===== src/rtl/spq_pkg.sv =====
package spq_pkg;

  localparam int QUEUE_DEPTH = 16;
  localparam int CNT_W       = $clog2(QUEUE_DEPTH + 1);

  localparam logic REQ_INSERT = 1'b0;
  localparam logic REQ_REMOVE = 1'b1;

  localparam logic [1:0] STATUS_DONE  = 2'd0;
  localparam logic [1:0] STATUS_EMPTY = 2'd1;
  localparam logic [1:0] STATUS_FULL  = 2'd2;

  typedef struct packed {
    logic               req_type;
    logic signed [31:0] data_value;
    logic signed [15:0] priority_req;
  } in_req_t;

  typedef struct packed {
    logic signed [31:0] data_out;
    logic        [1:0]  status;
    logic        [4:0]  entry_count;
  } out_res_t;

  // controller -> datapath
  typedef struct packed {
    logic load_req;
    logic exec;
  } spq_cmd_t;

endpackage


===== src/rtl/spq_ctrl.sv =====
module spq_ctrl (
  input  logic              clk,
  input  logic              rst_n,
  input  logic              in_valid,
  output logic              in_stall,
  output logic              out_valid,
  input  logic              out_stall,
  output spq_pkg::spq_cmd_t cmd
);

  typedef enum logic {
    S_IDLE,
    S_EXEC
  } state_t;

  state_t state_r;
  state_t state_nxt;
  logic   out_valid_r;
  logic   out_valid_nxt;
  logic   exec;

  assign in_stall = (state_r != S_IDLE);
  // run once the output register is free or being drained this cycle
  assign exec     = (state_r == S_EXEC) && (!out_valid_r || !out_stall);

  always_comb begin
    state_nxt     = state_r;
    out_valid_nxt = out_valid_r;
    if (out_valid_r && !out_stall) begin
      out_valid_nxt = 1'b0;
    end
    case (state_r)
      S_IDLE: begin
        if (in_valid) begin
          state_nxt = S_EXEC;
        end
      end
      S_EXEC: begin
        if (exec) begin
          state_nxt     = S_IDLE;
          out_valid_nxt = 1'b1;
        end
      end
      default: begin
        state_nxt = S_IDLE;
      end
    endcase
  end

  always_ff @(posedge clk) begin
    if (!rst_n) begin
      state_r     <= S_IDLE;
      out_valid_r <= 1'b0;
    end else begin
      state_r     <= state_nxt;
      out_valid_r <= out_valid_nxt;
    end
  end

  assign out_valid    = out_valid_r;
  assign cmd.load_req = in_valid && !in_stall;
  assign cmd.exec     = exec;

endmodule


===== src/rtl/spq_datapath.sv =====
module spq_datapath (
  input  logic              clk,
  input  logic              rst_n,
  input  spq_pkg::spq_cmd_t cmd,
  input  spq_pkg::in_req_t  in_req,
  output spq_pkg::out_res_t out_res
);

  localparam int D = spq_pkg::QUEUE_DEPTH;
  localparam int W = spq_pkg::CNT_W;

  spq_pkg::in_req_t   req_r;
  spq_pkg::out_res_t  out_res_r;
  spq_pkg::out_res_t  out_res_nxt;
  logic [W-1:0]       count_r;
  logic [W-1:0]       count_nxt;
  logic signed [31:0] cell_data_r   [D];
  logic signed [15:0] cell_pri_r    [D];
  logic signed [31:0] cell_data_nxt [D];
  logic signed [15:0] cell_pri_nxt  [D];
  logic [D-1:0]       le;
  logic               full;
  logic               empty;
  logic               do_ins;
  logic               do_rem;
  logic [W+4:0]       cnt_ext;

  assign full   = (count_r == W'(D));
  assign empty  = (count_r == '0);
  assign do_ins = (req_r.req_type == spq_pkg::REQ_INSERT) && !full;
  assign do_rem = (req_r.req_type == spq_pkg::REQ_REMOVE) && !empty;

  // Each cell: occupied and not above the new priority. Sorted, so le is a prefix.
  for (genvar g = 0; g < D; g++) begin : g_cell
    logic prev_le;
    if (g == 0) begin : g_head
      assign prev_le = 1'b1;
    end else begin : g_body
      assign prev_le = le[g-1];
    end

    assign le[g] = (W'(g) < count_r) && (cell_pri_r[g] <= req_r.priority_req);

    always_comb begin
      cell_data_nxt[g] = cell_data_r[g];
      cell_pri_nxt[g]  = cell_pri_r[g];
      if (do_ins && !le[g]) begin
        if (prev_le) begin
          cell_data_nxt[g] = req_r.data_value;
          cell_pri_nxt[g]  = req_r.priority_req;
        end else begin
          cell_data_nxt[g] = cell_data_r[g-((g > 0) ? 1 : 0)];
          cell_pri_nxt[g]  = cell_pri_r[g-((g > 0) ? 1 : 0)];
        end
      end else if (do_rem) begin
        cell_data_nxt[g] = cell_data_r[g+((g < D-1) ? 1 : 0)];
        cell_pri_nxt[g]  = cell_pri_r[g+((g < D-1) ? 1 : 0)];
      end
    end

    always_ff @(posedge clk) begin
      if (cmd.exec) begin
        cell_data_r[g] <= cell_data_nxt[g];
        cell_pri_r[g]  <= cell_pri_nxt[g];
      end
    end
  end

  always_comb begin
    count_nxt = count_r;
    if (do_ins) begin
      count_nxt = count_r + W'(1);
    end else if (do_rem) begin
      count_nxt = count_r - W'(1);
    end
  end

  // entry_count is the low five bits of the count
  assign cnt_ext = {5'b0, count_nxt};

  always_comb begin
    out_res_nxt.data_out    = '0;
    out_res_nxt.status      = spq_pkg::STATUS_DONE;
    out_res_nxt.entry_count = cnt_ext[4:0];
    if (req_r.req_type == spq_pkg::REQ_INSERT) begin
      if (full) begin
        out_res_nxt.status = spq_pkg::STATUS_FULL;
      end
    end else begin
      if (empty) begin
        out_res_nxt.status = spq_pkg::STATUS_EMPTY;
      end else begin
        out_res_nxt.data_out = cell_data_r[0];
      end
    end
  end

  always_ff @(posedge clk) begin
    if (!rst_n) begin
      count_r <= '0;
    end else if (cmd.exec) begin
      count_r <= count_nxt;
    end
  end

  always_ff @(posedge clk) begin
    if (cmd.load_req) begin
      req_r <= in_req;
    end
    if (cmd.exec) begin
      out_res_r <= out_res_nxt;
    end
  end

  assign out_res = out_res_r;

endmodule


===== src/rtl/stable_priority_queue_top.sv =====
// Stable priority queue of spq_pkg::QUEUE_DEPTH entries (16), smallest priority
// first, kept sorted in a row of shifting cells. An insert request places its
// data behind every stored entry of lower or equal priority, so equal
// priorities leave in arrival order; a remove request returns the head data.
// Every request gives exactly one result with status done, empty (remove on an
// empty queue, data_out zero) or full (insert on a full queue, nothing stored),
// plus the entry count after the request. A request is first captured in a
// register, then executed, all cells comparing in parallel and shifting together;
// the next request is taken while the previous result still waits on out_stall,
// and execution waits only until the output register is free.
module stable_priority_queue_top (
  input  logic              clk,
  input  logic              rst_n,
  // request channel
  input  logic              in_valid,
  output logic              in_stall,
  input  spq_pkg::in_req_t  in_req,
  // result channel
  output logic              out_valid,
  input  logic              out_stall,
  output spq_pkg::out_res_t out_res
);

  // load_req captures a request, exec applies it to the cells
  spq_pkg::spq_cmd_t cmd;

  spq_ctrl u_ctrl (
    .clk       (clk),
    .rst_n     (rst_n),
    .in_valid  (in_valid),
    .in_stall  (in_stall),
    .out_valid (out_valid),
    .out_stall (out_stall),
    .cmd       (cmd)
  );

  // cells, count, request and result registers
  spq_datapath u_dp (
    .clk     (clk),
    .rst_n   (rst_n),
    .cmd     (cmd),
    .in_req  (in_req),
    .out_res (out_res)
  );

endmodule


===== config.mk =====
export PLATFORM = sky130hd
export DESIGN_NAME = stable_priority_queue_top
export DESIGN_NICKNAME = d
export VERILOG_FILES = /design/src/rtl/spq_pkg.sv /design/src/rtl/spq_ctrl.sv /design/src/rtl/spq_datapath.sv /design/src/rtl/stable_priority_queue_top.sv
export SDC_FILE = /design/constraint.sdc
export NUM_CORES = 2
export LEC_CHECK = 0
export BUFFER_PORTS_ARGS = -buffer_cell sky130_fd_sc_hd__buf_2
export CAP_MARGIN = 25
export CORE_MARGIN = 2
export CORE_UTILIZATION = 40
export CTS_CLUSTER_DIAMETER = 40
export DETAILED_ROUTE_END_ITERATION = 8
export PLACE_DENSITY = 0.64
export SLEW_MARGIN = 10
export SYNTH_ARGS = -nofsm -noshare
export SYNTH_HDL_FRONTEND = slang
export SYNTH_HIERARCHICAL = 1
export SYNTH_SLANG_ARGS = --single-unit

===== constraint.sdc =====
create_clock -name clk -period 19.9 [get_ports clk]
set_input_delay 3.98 -clock clk [delete_from_list [all_inputs] [get_ports clk]]
set_output_delay 3.98 -clock clk [all_outputs]
set_load 0.1 [all_outputs]

==> results by stage <==
Yosys:
- The most common cell in the synthesized netlist is sky130_fd_sc_hd__edfxtp_1.
- The cell taking the most area after synthesis is sky130_fd_sc_hd__edfxtp_1.
- The primary flip-flop cell chosen by synthesis mapping is sky130_fd_sc_hd__edfxtp_1.
- The mean instance size in the synthesized netlist is between 10 and 15 um^2.
- By area the synthesized netlist is led by sky130_fd_sc_hd__edfxtp_1 52%, sky130_fd_sc_hd__mux2i_1 11%, sky130_fd_sc_hd__ha_1 6.6%.
- The net count after synthesis is 4625.
- The area share of the largest cell type after synthesis is a little over half.
- The post-synthesis cell count is ~4300.
- The post-synthesis async set-or-reset flop share is 0%.
- Synthesis instantiated 76 different standard cells from the library.
- The combined area of all synthesized cells is 49370 um^2.
- The synthesized design contains 863 register bits.
- Summing the sequential cell areas from Yosys gives 52.35% of the chip area.
- Sorting the synthesized cells by how often they occur yields 856 x sky130_fd_sc_hd__edfxtp_1, 535 x sky130_fd_sc_hd__mux2i_1, 411 x sky130_fd_sc_hd__o21ai_0.
- In this run, synthesis inferred 856 flip-flops with an integrated enable.
- The Yosys step of the flow raised 6 warnings.

Floorplan:
- The number of cell rows is about 130.
- From bottom edge to top edge, the die measures ~360 um.
- The die covers 126200 um^2.
- The placeable core region is approximately 120000 um^2.
- The effective utilization at floorplan is between 40% and 50%.
- The I/O pin count is 94.
- The x dimension of the die is between 300 and 400 um.

Clock network:
- The depth of the CTS H-tree is 4.
- The number of gates resized after CTS was 0.
- The CTS tree is done.
- The clock-pin slew of the registers on the worst-case setup and hold paths is roughly 0.060 ns.
- The buffer type at the clock tree root is sky130_fd_sc_hd__clkbuf_16.
- The number of setup buffers added after CTS is 0.
- The number of buffers created by CTS is between 100 and 150.
- The number of buffers added to fix hold violations after cts is 0.
- The largest buffer count on any clock path is 3.
- The sink count of the clock tree is 863.
- The clock latency reported for the late side of the worst-skew pair is 0.77 ns.

Setup path:
- The kind of cell with the highest combined delay along the critical path is buffers and inverters.
- The critical path contains buffers and inverters numbering 4 combined.
- The maximum single-stage delay on the critical path is 0.69 ns.
- The dominant cell type by count on the critical path is sky130_fd_sc_hd__buf_4.
- The maximum fanout along the worst path is 46.
- Across all register-to-register paths, the minimum setup slack is 14.80 ns.
- The kind of end point of the critical path is a flop.
- The launch point of the worst reg-to-reg path is u_dp/req_r[13]$_DFFE_PP_.
- The required time at the worst-slack endpoint is 20.28 ns.
- Measured in cells, the most critical reg-to-reg path has a length of 12.
- The arrival time of data at the critical path endpoint is about 6.4 ns.
- The signal on the critical path passes through buf_2, a21boi_4, buf_4, buf_4, o21a_2, buf_4.
- The setup path with the least slack is of type in -> reg.
- In this run the critical register-to-register path is captured at u_dp/cell_pri_r[0][115]$_DFFE_PP_.
- Among all stages on the critical path, the largest delay is contributed by sky130_fd_sc_hd__buf_4.
- The worst setup path is launched from a primary input.

Drt:
- After detailed routing, the number of remaining DRC violations is 0.
- The detail route stage leaves a number of antenna-violating nets equal to 0.
- Dividing the detail-routed via count by the number of cells gives 5.780.
- The starting DRC count in detailed routing is between 3000 and 4000.
- The routed length per placed instance is around 23 um.
- Before antenna repair, the detailed router went through 6 iterations.
- The post-detailed-routing wire length is 137800 um.
- The routed layout has roughly 35000 vias.

Cells and area:
- Compared with the post-synthesis result, the final layout area differs by 13.83%.
- The finished layout holds 6027 standard cells, fillers aside.
- The final layout contains 4600 nets.
- The layout has 11130 filler cells.
- Summing all multi-input logic gate instances after layout gives roughly 22000 um^2.
- The register area is between 20000 and 30000 um^2.
- The post-route netlist has between 10% and 20% of its cells at a drive strength greater than 1.
- The number of antenna diodes in the final layout is 0.

Global routing:
- The total overflow left after global routing is 0.
- The via count of the first global-routing pass is between 30000 and 40000.
- The pin count of the biggest net entering global routing is slightly below 100.
- The number of antenna violations at the first check in global routing is 1.
- Global routing used a little over a fifth of the available tracks.
- The first global-routing pass estimated ~210000 um of wire.

Timing:
- On the final layout, the worst hold slack is just over 0.5 ns.
- The total negative slack is 0 ns.
- After layout, the worst path uses 30.33% of the clock period.
- The final-report setup violation count is 0.
- The worst path in the final design needs a cycle of ~6 ns, including I/O delays and setup.
- The final-report max-slew violation count is 0.
- On the final layout, the worst clock skew is ~0.042 ns.
- Setup repair after global routing left no endpoint under its margin.
- At the pin with the least slew margin, the transition time is between 1 and 1.5 ns.
- The headroom to the max-slew limit is between 20% and 30%.
- The number of failing hold endpoints at the final stage is 0.
- The highest clock frequency the design can meet is between 150 and 200 MHz.

Place:
- Once placement completed, the tool counted placed cells totaling 5770.
- The port buffer count is 93.
- The congestion estimate from routability-driven global placement came to just under 0.9.
- The HPWL after detailed placement is 87100 um.

Flow run:
- The tool flagged a number of max-cap violations equal to 0.

Hold path:
- The worst hold path terminates at u_dp/cell_data_r[1][193]$_DFFE_PP_.
- The path class of the tightest hold or removal check is reg -> reg.
- The startpoint identified for the worst hold timing path is u_dp/cell_data_r[1][225]$_DFFE_PP_.
- Counting instances, the worst hold path has a depth of 2.

Status:
- The run finished with clean final reports.

Pwr:
- VDD sags by at most 0.1008 mV.
- Dividing total power by cell area gives a power density of just over 90 nW/um^2.
- Summed over all cells, the static leakage comes to approximately 21 nW.
- The post-route total power is roughly 0.0052 W.
sequential cells by signal (all words and copies together), names as in the netlist:
register          count
u_ctrl/in_stall       1
u_dp/out_res         39
u_dp/cell_data_r    512
u_ctrl/out_valid      1
u_dp/req_r           49
u_dp/count_r          5
u_dp/cell_pri_r     256
layout make-up:
| type | instances | area share (%) |
|---|---|---|
| clock buffers | 155 | 6.524 |
| clock inverters | 100 | 1.853 |
| inverters | 47 | 0.3140 |
| multi-input cells | 3037 | 39.39 |
| flip-flops and latches | 863 | 45.99 |
| well taps | 1625 | 3.618 |
| repair buffers | 200 | 2.309 |
cell families (layout without fill, tap and decap cells):
family | count (synthesis) | after routing | share of synthesized area, %
adders and majority gates | 259 | 259 | 6.564
buffers and inverters | 413 | 502 | 3.680
xor gates and xnor gates | 7 | 7 | 0.1242
AOI/OAI and AO/OA | 1026 | 1026 | 11.76
DFF | 863 | 863 | 52.35
and+or+nand+nor | 943 | 943 | 8.438
muxes | 802 | 802 | 17.08
worst min-delay path, stage by stage, from the launching register on:
cell	delay, ns
sky130_fd_sc_hd__edfxtp_1	0.32
sky130_fd_sc_hd__nand2_1	0.04
sky130_fd_sc_hd__o21ai_0	0.06
where the power goes:
| part | switching [W] | internal [W] | total, W |
|---|---|---|---|
| clock network | 0.000922 | 0.00153 | 0.00245 |
| registers | 0.0000672 | 0.00211 | 0.00218 |
| logic | 0.000355 | 0.000192 | 0.000547 |
routing by layer:
layer,part of all wire [%],GRT usage (%)
met5,0,0
met2,47,35.22
met3,6.8,3.456
met4,2.8,8.263
met1,44,28.95
per-stage QoR:
step / setup slack, ns / utilization, % / instance area, um^2
after floorplan: 10.73 / - / 49370
after global placement: 13.18 / 42.09 / 51430
after detailed placement: 13.12 / 42.10 / 51450
after CTS: 13.97 / 45.96 / 56160
after global routing: 13.84 / 45.99 / 56190
final: 13.87 / 45.99 / 56190
cell usage in the layout, fill, tap and decap left out, types with 56 or more instances in the layout:
cell type / instances
sky130_fd_sc_hd__mux2i_1: 535
sky130_fd_sc_hd__nand4_1: 56
sky130_fd_sc_hd__buf_2: 93
sky130_fd_sc_hd__nand2_1: 374
sky130_fd_sc_hd__nor2_1: 324
sky130_fd_sc_hd__buf_4: 104
sky130_fd_sc_hd__clkbuf_16: 145
sky130_fd_sc_hd__a21oi_1: 285
sky130_fd_sc_hd__ha_1: 258
sky130_fd_sc_hd__mux2_2: 248
sky130_fd_sc_hd__o21ai_0: 411
sky130_fd_sc_hd__edfxtp_1: 856
sky130_fd_sc_hd__o21ai_1: 83
worst max-delay path by stage:
stage / from / end / cells past startpoint
3_3_place_gp: out_stall / u_dp/cell_data_r[0][33]$_DFFE_PP_ / 6
6_report: out_stall / u_dp/cell_data_r[0][36]$_DFFE_PP_ / 6
4_1_cts: out_stall / u_dp/cell_data_r[0][36]$_DFFE_PP_ / 6
2_1_floorplan: out_stall / u_dp/cell_data_r[0][0]$_DFFE_PP_ / 5
5_1_grt: out_stall / u_dp/cell_data_r[0][36]$_DFFE_PP_ / 6
3_5_place_dp: out_stall / u_dp/cell_data_r[0][33]$_DFFE_PP_ / 6
No activity file was read; power rests on OpenSTA's default activity.
